[config.mk]
export PLATFORM = sky130hd
export DESIGN_NAME = pressure_trend_window_unit
export DESIGN_NICKNAME = d
export VERILOG_FILES = /design/src/sv/ptw_pkg.sv /design/src/sv/ptw_sample_ram.sv /design/src/sv/pressure_trend_window_unit.sv
export SDC_FILE = /design/constraint.sdc
export NUM_CORES = 2
export LEC_CHECK = 0
export BUFFER_PORTS_ARGS = -buffer_cell sky130_fd_sc_hd__buf_2
export CAP_MARGIN = 20
export CELL_PAD_IN_SITES_DETAIL_PLACEMENT = 0
export CELL_PAD_IN_SITES_GLOBAL_PLACEMENT = 1
export CORE_ASPECT_RATIO = 1.2
export CORE_MARGIN = 5
export CORE_UTILIZATION = 28
export CTS_CLUSTER_DIAMETER = 200
export DETAILED_ROUTE_END_ITERATION = 10
export PLACE_DENSITY = 0.47
export SYNTH_ARGS = -nofsm -noshare
export SYNTH_HDL_FRONTEND = slang
export SYNTH_SLANG_ARGS = --single-unit
export TNS_END_PERCENT = 20
[constraint.sdc]
create_clock -name i_clk -period 7.6 [get_ports i_clk]
set_clock_uncertainty 0.1 [all_clocks]
set_input_delay 0.38 -clock i_clk [delete_from_list [all_inputs] [get_ports i_clk]]
set_output_delay 0.38 -clock i_clk [all_outputs]
set_load 0.02 [all_outputs]
[src/sv/ptw_pkg.sv]
`timescale 1ns / 1ps
// ----------------------------------------------------------------------------
// ptw_pkg - shared types and constants for the pressure trend window
// Sequencer states, trend codes, defaults and the interval-to-window table.
// ----------------------------------------------------------------------------
package ptw_pkg;

    localparam int MAX_SAMPLES_DEF = 256;
    localparam int SAMPLE_W        = 16;
    localparam int INTERVAL_W      = 6;
    localparam int TREND_W         = 2;
    localparam int WIN_TBL_W       = 8;

    localparam logic [INTERVAL_W-1:0] INTERVAL_RESET = 6'd5;

    localparam logic [TREND_W-1:0] TREND_FALLING = 2'd0;
    localparam logic [TREND_W-1:0] TREND_STEADY  = 2'd1;
    localparam logic [TREND_W-1:0] TREND_RISING  = 2'd2;

    typedef enum logic [1:0] {
        ST_IDLE,
        ST_SUM,
        ST_FINISH
    } t_state;

    // 4 * (60 / interval); zero for an interval of zero or above sixty
    function automatic logic [WIN_TBL_W-1:0] window_for_interval(
        input logic [INTERVAL_W-1:0] interval
    );
        logic [WIN_TBL_W-1:0] win;
        case (interval) inside
            6'd1:           win = 8'd240;
            6'd2:           win = 8'd120;
            6'd3:           win = 8'd80;
            6'd4:           win = 8'd60;
            6'd5:           win = 8'd48;
            6'd6:           win = 8'd40;
            6'd7:           win = 8'd32;
            6'd8:           win = 8'd28;
            [6'd9:6'd10]:   win = 8'd24;
            [6'd11:6'd12]:  win = 8'd20;
            [6'd13:6'd15]:  win = 8'd16;
            [6'd16:6'd20]:  win = 8'd12;
            [6'd21:6'd30]:  win = 8'd8;
            [6'd31:6'd60]:  win = 8'd4;
            default:        win = 8'd0;
        endcase
        return win;
    endfunction

endpackage

[src/sv/ptw_sample_ram.sv]
`timescale 1ns / 1ps
// ----------------------------------------------------------------------------
// ptw_sample_ram - sample ring store
// One write port, one read port, registered read data.
// ----------------------------------------------------------------------------
module ptw_sample_ram
    import ptw_pkg::*;
#(
    parameter int DEPTH = MAX_SAMPLES_DEF,
    parameter int ADDR_W = $clog2(DEPTH)
) (
    input  logic                i_clk,
    input  logic                i_we,
    input  logic [ADDR_W-1:0]   i_waddr,
    input  logic [SAMPLE_W-1:0] i_wdata,
    input  logic                i_re,
    input  logic [ADDR_W-1:0]   i_raddr,
    output logic [SAMPLE_W-1:0] o_rdata
);

    logic [SAMPLE_W-1:0] r_mem [DEPTH];
    logic [SAMPLE_W-1:0] r_rdata;

    always_ff @(posedge i_clk) begin
        if (i_we) begin
            r_mem[i_waddr] <= i_wdata;
        end
    end

    always_ff @(posedge i_clk) begin
        if (i_re) begin
            r_rdata <= r_mem[i_raddr];
        end
    end

    assign o_rdata = r_rdata;

endmodule

[src/sv/pressure_trend_window_unit.sv]
`timescale 1ns / 1ps
// ----------------------------------------------------------------------------
// pressure_trend_window_unit - barometric trend over a sliding sample window
// Stores each sample in a ring, sums the filled entries and compares the
// sample times the fill count with that sum: falling, steady or rising.
// ----------------------------------------------------------------------------
//
//  channel  | direction | handshake                  | payload
//  ---------+-----------+----------------------------+---------------------
//  sample   | in        | i_in_valid / o_in_stall    | i_pressure_sample
//  trend    | out       | o_out_valid / i_out_stall  | o_trend
//  config   | in        | i_cfg_we (no wait)         | i_cfg_data (interval)
//
//  Steps per sample: accept and write, one read per filled entry through
//    the single RAM read port, the read data arriving from the RAM
//    register, seeing the reads done, and the compare/load step; with a
//    zero window there are no reads.
//  One sample transaction is in work at a time; o_in_stall is high from
//    accept until the result is loaded into the output register.
//  A stalled result waits in the output register while the next sample is
//    accepted; the compare cycle holds only if that register is still full.
//  Reset (synchronous, active low) clears sequencer, index and fill count;
//    the RAM needs no clearing pass since only written entries are read.
//  A config write clears index and count and recomputes the window.
// ----------------------------------------------------------------------------
module pressure_trend_window_unit
    import ptw_pkg::*;
#(
    parameter int MAX_SAMPLES = MAX_SAMPLES_DEF
) (
    input  logic                  i_clk,
    input  logic                  i_rst_n,
    // sample channel
    input  logic                  i_in_valid,
    output logic                  o_in_stall,
    input  logic [SAMPLE_W-1:0]   i_pressure_sample,
    // trend channel
    output logic                  o_out_valid,
    input  logic                  i_out_stall,
    output logic [TREND_W-1:0]    o_trend,
    // configuration
    input  logic                  i_cfg_we,
    input  logic [INTERVAL_W-1:0] i_cfg_data
);

    localparam int W_IDX = $clog2(MAX_SAMPLES);
    localparam int W_CNT = $clog2(MAX_SAMPLES + 1);
    localparam int W_SUM = SAMPLE_W + W_CNT;
    localparam logic [W_CNT-1:0] MAX_CNT = W_CNT'(MAX_SAMPLES);

    // ------------------------------------------------------------------
    // Registers
    // ------------------------------------------------------------------
    t_state                r_state, n_state;
    logic [W_CNT-1:0]      r_window;      // window length, limited to depth
    logic [W_IDX-1:0]      r_wp, n_wp;    // ring write index
    logic [W_CNT-1:0]      r_count, n_count;
    logic [W_CNT-1:0]      r_rd_idx;      // next entry to read
    logic                  r_rd_pend;     // read data arrives this cycle
    logic [SAMPLE_W-1:0]   r_sample;
    logic [W_SUM-1:0]      r_sum;
    logic [W_SUM-1:0]      r_scaled;
    logic                  r_out_valid;
    logic [TREND_W-1:0]    r_trend;

    logic                  in_accept;
    logic                  out_take;
    logic                  rd_issue;
    logic                  out_load;
    logic [SAMPLE_W-1:0]   rd_data;
    logic [W_CNT-1:0]      cfg_window;
    logic [W_CNT-1:0]      wp_inc;
    logic [TREND_W-1:0]    trend_calc;

    assign in_accept = i_in_valid && !o_in_stall;
    assign out_take  = r_out_valid && !i_out_stall;

    // Window from the new interval, limited to the store depth
    always_comb begin
        cfg_window = W_CNT'(window_for_interval(i_cfg_data));
        if (cfg_window > MAX_CNT) begin
            cfg_window = MAX_CNT;
        end
    end

    // Index and fill count after this sample is written
    assign wp_inc = W_CNT'(r_wp) + W_CNT'(1);

    always_comb begin
        n_wp = (wp_inc >= r_window) ? '0 : wp_inc[W_IDX-1:0];
        n_count = r_count;
        if (r_count < r_window) begin
            n_count = r_count + W_CNT'(1);
        end
        if (n_count > r_window) begin
            n_count = r_window;
        end
    end

    // ------------------------------------------------------------------
    // Sample store
    // ------------------------------------------------------------------
    ptw_sample_ram #(
        .DEPTH (MAX_SAMPLES),
        .ADDR_W(W_IDX)
    ) u_ram (
        .i_clk  (i_clk),
        .i_we   (in_accept),
        .i_waddr(r_wp),
        .i_wdata(i_pressure_sample),
        .i_re   (rd_issue),
        .i_raddr(r_rd_idx[W_IDX-1:0]),
        .o_rdata(rd_data)
    );

    // ------------------------------------------------------------------
    // Sequencer: next state
    // ------------------------------------------------------------------
    always_comb begin
        n_state = r_state;
        case (r_state)
            ST_IDLE: begin
                if (in_accept) begin
                    n_state = ST_SUM;
                end
            end
            ST_SUM: begin
                if (!rd_issue && !r_rd_pend) begin
                    n_state = ST_FINISH;
                end
            end
            ST_FINISH: begin
                if (out_load) begin
                    n_state = ST_IDLE;
                end
            end
            default: n_state = ST_IDLE;
        endcase
    end

    // Sequencer: outputs
    always_comb begin
        o_in_stall = 1'b1;
        rd_issue   = 1'b0;
        out_load   = 1'b0;
        case (r_state)
            ST_IDLE:   o_in_stall = 1'b0;
            ST_SUM:    rd_issue   = (r_rd_idx < r_count);
            ST_FINISH: out_load   = !r_out_valid || !i_out_stall;
            default:   o_in_stall = 1'b1;
        endcase
    end

    // Exact mean compare: sample * count against the sum
    always_comb begin
        if (r_scaled < r_sum) begin
            trend_calc = TREND_FALLING;
        end else if (r_scaled > r_sum) begin
            trend_calc = TREND_RISING;
        end else begin
            trend_calc = TREND_STEADY;
        end
    end

    // ------------------------------------------------------------------
    // Control registers
    // ------------------------------------------------------------------
    always_ff @(posedge i_clk) begin
        if (!i_rst_n) begin
            r_state     <= ST_IDLE;
            r_window    <= W_CNT'(window_for_interval(INTERVAL_RESET));
            r_wp        <= '0;
            r_count     <= '0;
            r_rd_idx    <= '0;
            r_rd_pend   <= 1'b0;
            r_out_valid <= 1'b0;
        end else begin
            r_state   <= n_state;
            r_rd_pend <= rd_issue;
            if (i_cfg_we) begin
                r_window   <= cfg_window;
                r_wp       <= '0;
                r_count    <= '0;
            end else if (in_accept) begin
                r_wp    <= n_wp;
                r_count <= n_count;
            end
            if (in_accept) begin
                r_rd_idx <= '0;
            end else if (rd_issue) begin
                r_rd_idx <= r_rd_idx + W_CNT'(1);
            end
            if (out_load) begin
                r_out_valid <= 1'b1;
            end else if (out_take) begin
                r_out_valid <= 1'b0;
            end
        end
    end

    // ------------------------------------------------------------------
    // Datapath registers
    // ------------------------------------------------------------------
    always_ff @(posedge i_clk) begin
        if (in_accept) begin
            r_sample <= i_pressure_sample;
            r_sum    <= '0;
        end else if (r_rd_pend) begin
            r_sum <= r_sum + W_SUM'(rd_data);
        end
        if (r_state == ST_SUM) begin
            r_scaled <= W_SUM'(r_sample) * W_SUM'(r_count);
        end
        if (out_load) begin
            r_trend <= trend_calc;
        end
    end

    assign o_out_valid = r_out_valid;
    assign o_trend     = r_trend;

    // ------------------------------------------------------------------
    // Assertions
    // ------------------------------------------------------------------
    a_count_in_window: assert property (@(posedge i_clk) disable iff (!i_rst_n)
        r_count <= r_window)
        else $error("fill count exceeds window");

    a_wp_in_window: assert property (@(posedge i_clk) disable iff (!i_rst_n)
        (W_CNT'(r_wp) < r_window) || (r_wp == '0))
        else $error("write index outside window");

    a_accept_starts_sum: assert property (@(posedge i_clk) disable iff (!i_rst_n)
        in_accept |=> (r_state == ST_SUM))
        else $error("accepted sample did not start summing");

    a_reads_bounded: assert property (@(posedge i_clk) disable iff (!i_rst_n)
        (r_state == ST_SUM) |-> (r_rd_idx <= r_count))
        else $error("read index ran past fill count");

    a_no_load_over_pending: assert property (@(posedge i_clk) disable iff (!i_rst_n)
        (out_load && r_out_valid) |-> !i_out_stall)
        else $error("result loaded over a waiting result");

endmodule

== Yosys cells after proc, flatten, opt, wreduce, memory -nomap -nowiden ==
Memory sizes are Yosys's and may differ from the RTL's. A register that Yosys moved wholly into a read port is not among the register bits.
Cells that the tools add are included.
W data, S select, Z words.
Storage, ports and cells
  register bits: 107
  bits in writable memories: 4096
  input port bits: 27
  logic and storage cells: 99
  memories: 1
Memory list
  u_ram.r_mem: depth 256, bits a word 16, read ports 1, clocked after Yosys merged registers in 1, write ports 1, line ptw_sample_ram.sv:21  | logic [SAMPLE_W-1:0] r_mem [DEPTH];
Operators by class
  add/subtract/negate cells: 4
  $mul: 1
  order comparisons: 19
  eq/ne operators: 13
  mux-type cells: 30
  bitwise logic cells: 1
  reductions and logical operators: 19
Operators with widths (count)
  $mux W8: 9
  $mux W9: 3
  $add A25 B16 Y25: 1
  $gt A25 B25 Y1: 1
  $lt A25 B25 Y1: 1
  $mul A16 B9 Y25: 1
  $eq A6 B3 Y1 const B: 4
  $add A9 B1 Y9 const B: 2
  $ge A6 B4 Y1 const B: 3
  $ge A6 B5 Y1 const B: 3
  $le A6 B4 Y1 const B: 3
  $lt A9 B9 Y1: 2
  $mux W5: 3
  $eq A6 B2 Y1 const B: 2
  $le A6 B5 Y1 const B: 2
  $add A8 B1 Y9 const B: 1
  $ge A9 B9 Y1: 1
  $gt A8 B9 Y1 const B: 1
  $gt A9 B9 Y1: 1
  $logic_and A1 B1 Y1: 9
  $mux W2: 4
  $mux W4: 2
  $mux W1: 7
  $eq A6 B1 Y1 const B: 1
  other kinds (14): 20

== Depth between registers and ports, before layout ==
  depth in word-level cells: 18
  depth in mapped cells: 20

== Cells and area by module ==
From an unflattened synthesis, not the netlist that was laid out.
Unflattened totals
  cells, all modules: 8565
  area total of the unflattened synthesis: 169595.2 µm²
By module, submodules not included
  ptw_sample_ram: times used 1, cells an instance 7360, area each 158874.9 µm², sequential area each 123478.4 µm²
  pressure_trend_window_unit: times used 1, cells an instance 1205, area each 10720.3 µm², sequential area each 2512.4 µm²

== Worst setup path after synthesis ==
No wires, ideal clock.
  path type: reg2reg
  start: reg r_count[0]
  end: reg r_scaled[24], data pin
  arrival: 5.061 ns
  required time: 7.242 ns
  path slack: 2.181 ns
  stages on the path, launching flop included: 20
  buffers on the path: 2
  clock period less this slack: 5.419 ns
  path through: dfxtp_1 > clkbuf_1 > clkbuf_1 > nand2_1 > fa_1 > inv_1 > fa_1 > fa_1 > inv_1 > fa_1 > inv_1 > ha_1 > a21oi_1 > o21bai_1 > a2111oi_0 > a311oi_1 > o21a_1 > o311ai_0 > nand2_1 > xnor2_1
Between the ends
  longest elaborated chain between the ends: 1
RTL lines
  start, declared: line pressure_trend_window_unit.sv:57  | logic [W_CNT-1:0] r_count, n_count;
  start signal, assigned: line pressure_trend_window_unit.sv:186  | r_count <= n_count;
  $mul A16 B9 Y25: line pressure_trend_window_unit.sv:212  | r_scaled <= W_SUM'(r_sample) * W_SUM'(r_count);
  end signal, assigned: line pressure_trend_window_unit.sv:212
  end, declared: line pressure_trend_window_unit.sv:62  | logic [W_SUM-1:0] r_scaled;
No other way between the ends.
A chain may end at the register's enable or synchronous reset.

== Worst setup path in the final report ==
  start: reg r_count[3]
  end: reg r_scaled[24], data pin
The elaborated chain is that of the path after synthesis.

==> impl_results.html <==
<table>
<tr><th>Metric</th><th>Value</th></tr>
<tr><th colspan="2">Logic synthesis</th></tr>
<tr><td>Mapped Area</td><td>roughly 0.17 mm²</td></tr>
<tr><td>Top cells by area in the synthesized netlist</td><td>sky130_fd_sc_hd__edfxtp_1, sky130_fd_sc_hd__mux4_2, sky130_fd_sc_hd__fa_1</td></tr>
<tr><td>Leading area contributor after synthesis</td><td>sky130_fd_sc_hd__edfxtp_1</td></tr>
<tr><td>Post-synth EDFFs</td><td>just over 4000</td></tr>
<tr><td>Sequential-to-total area share from yosys stat</td><td>75.1%</td></tr>
<tr><td>YS warnings</td><td>0</td></tr>
<tr><td>Per-instance average area after synthesis</td><td>between 20 and 25 µm²</td></tr>
<tr><td>Area fraction of the dominant cell type after synthesis</td><td>about three quarters</td></tr>
<tr><td>Nets in the synthesized netlist</td><td>~7800</td></tr>
<tr><td>Instance count of the mapped netlist</td><td>approximately 7500</td></tr>
<tr><td>Primary flip-flop cell chosen by synthesis mapping</td><td>sky130_fd_sc_hd__edfxtp_1</td></tr>
<tr><td>Number of different library cells in the post-synthesis netlist</td><td>65</td></tr>
<tr><td>Async set or reset register ratio after synthesis</td><td>0%</td></tr>
<tr><td>Synthesis-stage register bit count</td><td>approximately 4200</td></tr>
<tr><th colspan="2">Placement</th></tr>
<tr><td>Place WS</td><td>approximately 1600 ps</td></tr>
<tr><td>Total half-perimeter wirelength after legalization and detailed placement</td><td>292 mm</td></tr>
<tr><td>Placer Congestion</td><td>0.768</td></tr>
<tr><td>Count of buffers inserted at the top-level ports</td><td>30</td></tr>
<tr><td>Placed Cells</td><td>around 16000</td></tr>
<tr><td>Placed standard-cell area</td><td>about 0.18 mm²</td></tr>
<tr><th colspan="2">Final layout</th></tr>
<tr><td>Fillcell total</td><td>roughly 56000</td></tr>
<tr><td>Ratio of cells with drive above 1 in the final layout</td><td>between 30% and 40%</td></tr>
<tr><td>Area added between synthesis and finish</td><td>16.0%</td></tr>
<tr><td>Commonest non-fill, non-tap cells in the layout</td><td>sky130_fd_sc_hd__edfxtp_1, sky130_fd_sc_hd__mux4_2, sky130_fd_sc_hd__clkbuf_16, sky130_fd_sc_hd__buf_4, sky130_fd_sc_hd__nor2_2</td></tr>
<tr><td>Most common cell after layout, fill and taps aside</td><td>sky130_fd_sc_hd__edfxtp_1</td></tr>
<tr><td>Design Area, Final</td><td>a little under 0.2 mm²</td></tr>
<tr><td>Final layout net count</td><td>about 8200</td></tr>
<tr><td>Post-Layout Cell Count</td><td>16338</td></tr>
<tr><th colspan="2">Floorplan</th></tr>
<tr><td>Standard-cell rows</td><td>roughly 310</td></tr>
<tr><td>Effective utilization at floorplan</td><td>between 20% and 30%</td></tr>
<tr><td>Number of ports placed on the die boundary</td><td>31</td></tr>
<tr><td>Floorplan Core Area</td><td>approximately 0.6 mm²</td></tr>
<tr><td>Die ar.</td><td>around 0.61 mm²</td></tr>
<tr><td>Floorplan die height</td><td>between 800 and 900 µm</td></tr>
<tr><td>Die X-Extent</td><td>a little over 700 µm</td></tr>
<tr><th colspan="2">Status</th></tr>
<tr><td>Result of the run</td><td>complete, no violations</td></tr>
<tr><th colspan="2">Route</th></tr>
<tr><td>Routed length per instance</td><td>a little over 30 µm</td></tr>
<tr><td>Number of routed nets with antenna violations</td><td>0</td></tr>
<tr><td>Post-detailed-route DRC marker count</td><td>0</td></tr>
<tr><td>Via density per instance</td><td>4.84</td></tr>
<tr><td>Post-Route WL</td><td>around 500 mm</td></tr>
<tr><td>First-pass iteration count of the detailed router</td><td>6</td></tr>
<tr><td>Vias</td><td>79055</td></tr>
<tr><td>Detailed router's first-iteration violation count</td><td>7244</td></tr>
<tr><th colspan="2">Power and ir drop</th></tr>
<tr><td>Switching Power</td><td>slightly below 10 mW</td></tr>
<tr><td>Switching portion of total power</td><td>a little over 20%</td></tr>
<tr><td>Share of total power in combinational logic</td><td>roughly 1.9%</td></tr>
<tr><td>Cell Pwr Density</td><td>approximately 240 mW/mm²</td></tr>
<tr><td>Worst supply voltage drop on vdd</td><td>~0.19 mV</td></tr>
<tr><td>Clock Power Share</td><td>between 40% and 50%</td></tr>
<tr><td>Static leakage</td><td>58.0 nW</td></tr>
<tr><td>Relative contribution of sequential cells to total power</td><td>53.8%</td></tr>
<tr><td>Internal power</td><td>37.8 mW</td></tr>
<tr><th colspan="2">Setup path</th></tr>
<tr><td>Slowest Stage Delay on Critical Path</td><td>between 900 and 1000 ps</td></tr>
<tr><td>Critical Path End Type</td><td>flop</td></tr>
<tr><td>List of cells traversed by the critical path</td><td>nand2_1 -&gt; fa_1 -&gt; fa_1 -&gt; fa_1 -&gt; fa_1 -&gt; inv_1 -&gt; ha_1 -&gt; a21oi_1 -&gt; o21bai_1 -&gt; a2111oi_0 -&gt; a311oi_1 -&gt; o21a_1 -&gt; o311ai_0 -&gt; nand2_1 -&gt; xnor2_1</td></tr>
<tr><td>Crit-path slowest cell</td><td>sky130_fd_sc_hd__dfxtp_1</td></tr>
<tr><td>Kind of start point of the critical path</td><td>flop</td></tr>
<tr><td>Worst Path Max Fanout</td><td>22</td></tr>
<tr><td>Worst setup path category</td><td>flop to flop</td></tr>
<tr><td>Crit path arrival time</td><td>roughly 6700 ps</td></tr>
<tr><td>Delay-heaviest family, CP</td><td>adder cells</td></tr>
<tr><td>Required time of the critical path</td><td>~8300 ps</td></tr>
<tr><td>Crit path buf inv count</td><td>1</td></tr>
<tr><td>Crit-path most repeated cell</td><td>sky130_fd_sc_hd__fa_1</td></tr>
<tr><th colspan="2">GRT</th></tr>
<tr><td>Global routing usage on met3</td><td>~1.9%</td></tr>
<tr><td>Vias in the first global route</td><td>between 80000 and 90000</td></tr>
<tr><td>Most utilized layer in the global route result</td><td>met2</td></tr>
<tr><td>Global-route met2 utilization</td><td>around 28%</td></tr>
<tr><td>Fraction of met1 tracks used by global routing</td><td>20.7%</td></tr>
<tr><td>Antenna violations before repair</td><td>22</td></tr>
<tr><td>Total grt overflow</td><td>0</td></tr>
<tr><td>Total global-route track usage</td><td>between 15 and 20%</td></tr>
<tr><td>Maximum number of pins on one net before global-route repair</td><td>about 160</td></tr>
<tr><td>Global-route wire length before repair</td><td>roughly 690 mm</td></tr>
<tr><th colspan="2">Hold path</th></tr>
<tr><td>Worst hold-check path type</td><td>input port to flop</td></tr>
<tr><th colspan="2">Timing</th></tr>
<tr><td>Final Hold Slack</td><td>221 ps</td></tr>
<tr><td>Period utilization</td><td>just under 80%</td></tr>
<tr><td>Fin. Hold Viols</td><td>0</td></tr>
<tr><td>Post-layout min period</td><td>about 6000 ps</td></tr>
<tr><td>Number of endpoints failing setup at the final stage</td><td>0</td></tr>
<tr><td>Worst slew pin tran</td><td>roughly 1200 ps</td></tr>
<tr><td>Min setup slack post-route</td><td>1570 ps</td></tr>
<tr><td>Final Max Tran Viols</td><td>0</td></tr>
<tr><td>Remaining max-slew budget at the tightest pin</td><td>a little under a fifth</td></tr>
<tr><td>Setup TNS after final layout</td><td>0 ps</td></tr>
<tr><td>Unrepaired setup endpoints after global routing</td><td>false</td></tr>
<tr><td>Top achievable clock speed</td><td>around 170 MHz</td></tr>
<tr><th colspan="2">CTS</th></tr>
<tr><td>Worst-skew pair later-pin latency</td><td>970 ps</td></tr>
<tr><td>CTS Hold Buffers Added</td><td>32</td></tr>
<tr><td>Clock tree from TritonCTS</td><td>yes</td></tr>
<tr><td>Clock sinks</td><td>about 4200</td></tr>
<tr><td>CTS clk-pin slew, worst paths</td><td>60 ps</td></tr>
<tr><td>Root Buffer</td><td>sky130_fd_sc_hd__clkbuf_16</td></tr>
<tr><td>Buffer levels on the longest clock path</td><td>4</td></tr>
<tr><td>Clock buffer count from CTS</td><td>approximately 430</td></tr>
<tr><td>Count of buffers added by post-CTS timing repair for setup</td><td>0</td></tr>
<tr><td>H-tree depth</td><td>5</td></tr>
<tr><td>Post-cts resize count</td><td>0</td></tr>
<tr><th colspan="2">Flow run</th></tr>
<tr><td>Maximum Capacitance Violations</td><td>0</td></tr>
</table>
==> cell usage after synthesis, drive strengths merged (6+ instances only) <==
cell type	count
nand4	17
a21oi	64
or3	12
nor3	43
mux2i	44
xnor2	40
o22ai	14
nand3	47
a22oi	44
a31oi	13
or2	7
o21a	15
o31ai	7
ha	118
a211oi	25
o21ai	56
nor2b	27
inv	173
a2111oi	9
fa	100
a21o	18
mux4	1271
edfxtp	4155
nor4	8
nand2	160
buf	221
and2	74
dfxtp	61
and3	20
o21bai	7
a221oi	19
or4	6
nand2b	13
a22o	27
clkbuf	187
nor2	345
nor3b	6
mux2	6
==> metrics by stage <==
step,power [mW],utilization [%]
floorplan,26.4,-
global placement,27.0,30.1
detailed placement,27.0,30.2
CTS,48.2,32.6
global route,49.2,32.6
finish,47.6,32.6
==> power groups by stage <==
stage          logic (mW)  registers (mW)  clock network [mW]
5_1_grt             0.965            25.6                22.6
6_report            0.891            25.6                21.1
4_1_cts             0.917            25.6                21.7
2_1_floorplan       0.307            26.1                   0
3_3_place_gp        0.863            26.1                   0
3_5_place_dp        0.900            26.1                   0
==> path summary, 6_finish.rpt <==
| check | start | to | slack [ps] | cells past startpoint |
|---|---|---|---|---|
| max | r_count[3]$_SDFFE_PP0P_ | r_scaled[24]$_DFFE_PP_ | 1570 | 15 |
| min | i_out_stall | o_trend[0]$_SDFFCE_PN0P_ | 220 | 3 |
| max reg2reg | r_count[3]$_SDFFE_PP0P_ | r_scaled[24]$_DFFE_PP_ | 1570 | 15 |
| min reg2reg | r_sum[23]$_SDFFE_PP0P_ | r_sum[23]$_SDFFE_PP0P_ | 360 | 2 |
==> per-layer routing <==
layer | part of all wire, % | routed length, µm
met4 | 2.7 | 13100
met1 | 42 | 208000
met5 | 0.0095 | 47
met3 | 4.0 | 19700
met2 | 51 | 255000
==> tightest hold or removal path, cell delays in order <==
cell	delay [ps]
sky130_fd_sc_hd__dlygate4sd3_1	520
sky130_fd_sc_hd__buf_2	110
sky130_fd_sc_hd__a21oi_1	90
==> cell type report <==
cell class	instances	area (µm²)	share of cell area, %
clock buffers	536	11300	5.82
diodes	16	40.0	0.0206
flip-flops and latches	4216	126000	64.7
clock inverters	245	2470	1.27
well taps	7981	9990	5.13
repair buffers	438	4260	2.19
inverters	173	649	0.334
multi-input cells	2733	39900	20.5
==> cells by family (layout without fill, tap and decap cells) <==
logic type / Yosys count / after routing / share of synthesized area [%]
flip-flops: 4216 / 4216 / 75.1
multiplexers: 1321 / 1321 / 17.4
AND/OR/NAND/NOR: 793 / 793 / 2.16
buffers and inverters: 581 / 1392 / 1.61
AO/OA/AOI/OAI: 357 / 357 / 1.47
adder cells (fa/ha/maj): 218 / 218 / 2.07
XOR/XNOR: 44 / 44 / 0.230
other: 0 / 16 / 0
==> state kept, by name (all words and copies together) (netlist names), 2 cells and up <==
name,flops
o_trend,2
r_sum,25
u_ram.r_mem,4096
r_sample,16
r_window,6
r_rd_idx,9
r_scaled,25
u_ram.o_rdata,16
r_count,9
r_wp,8
r_state,2
No activity file was read; power rests on OpenSTA's default activity.
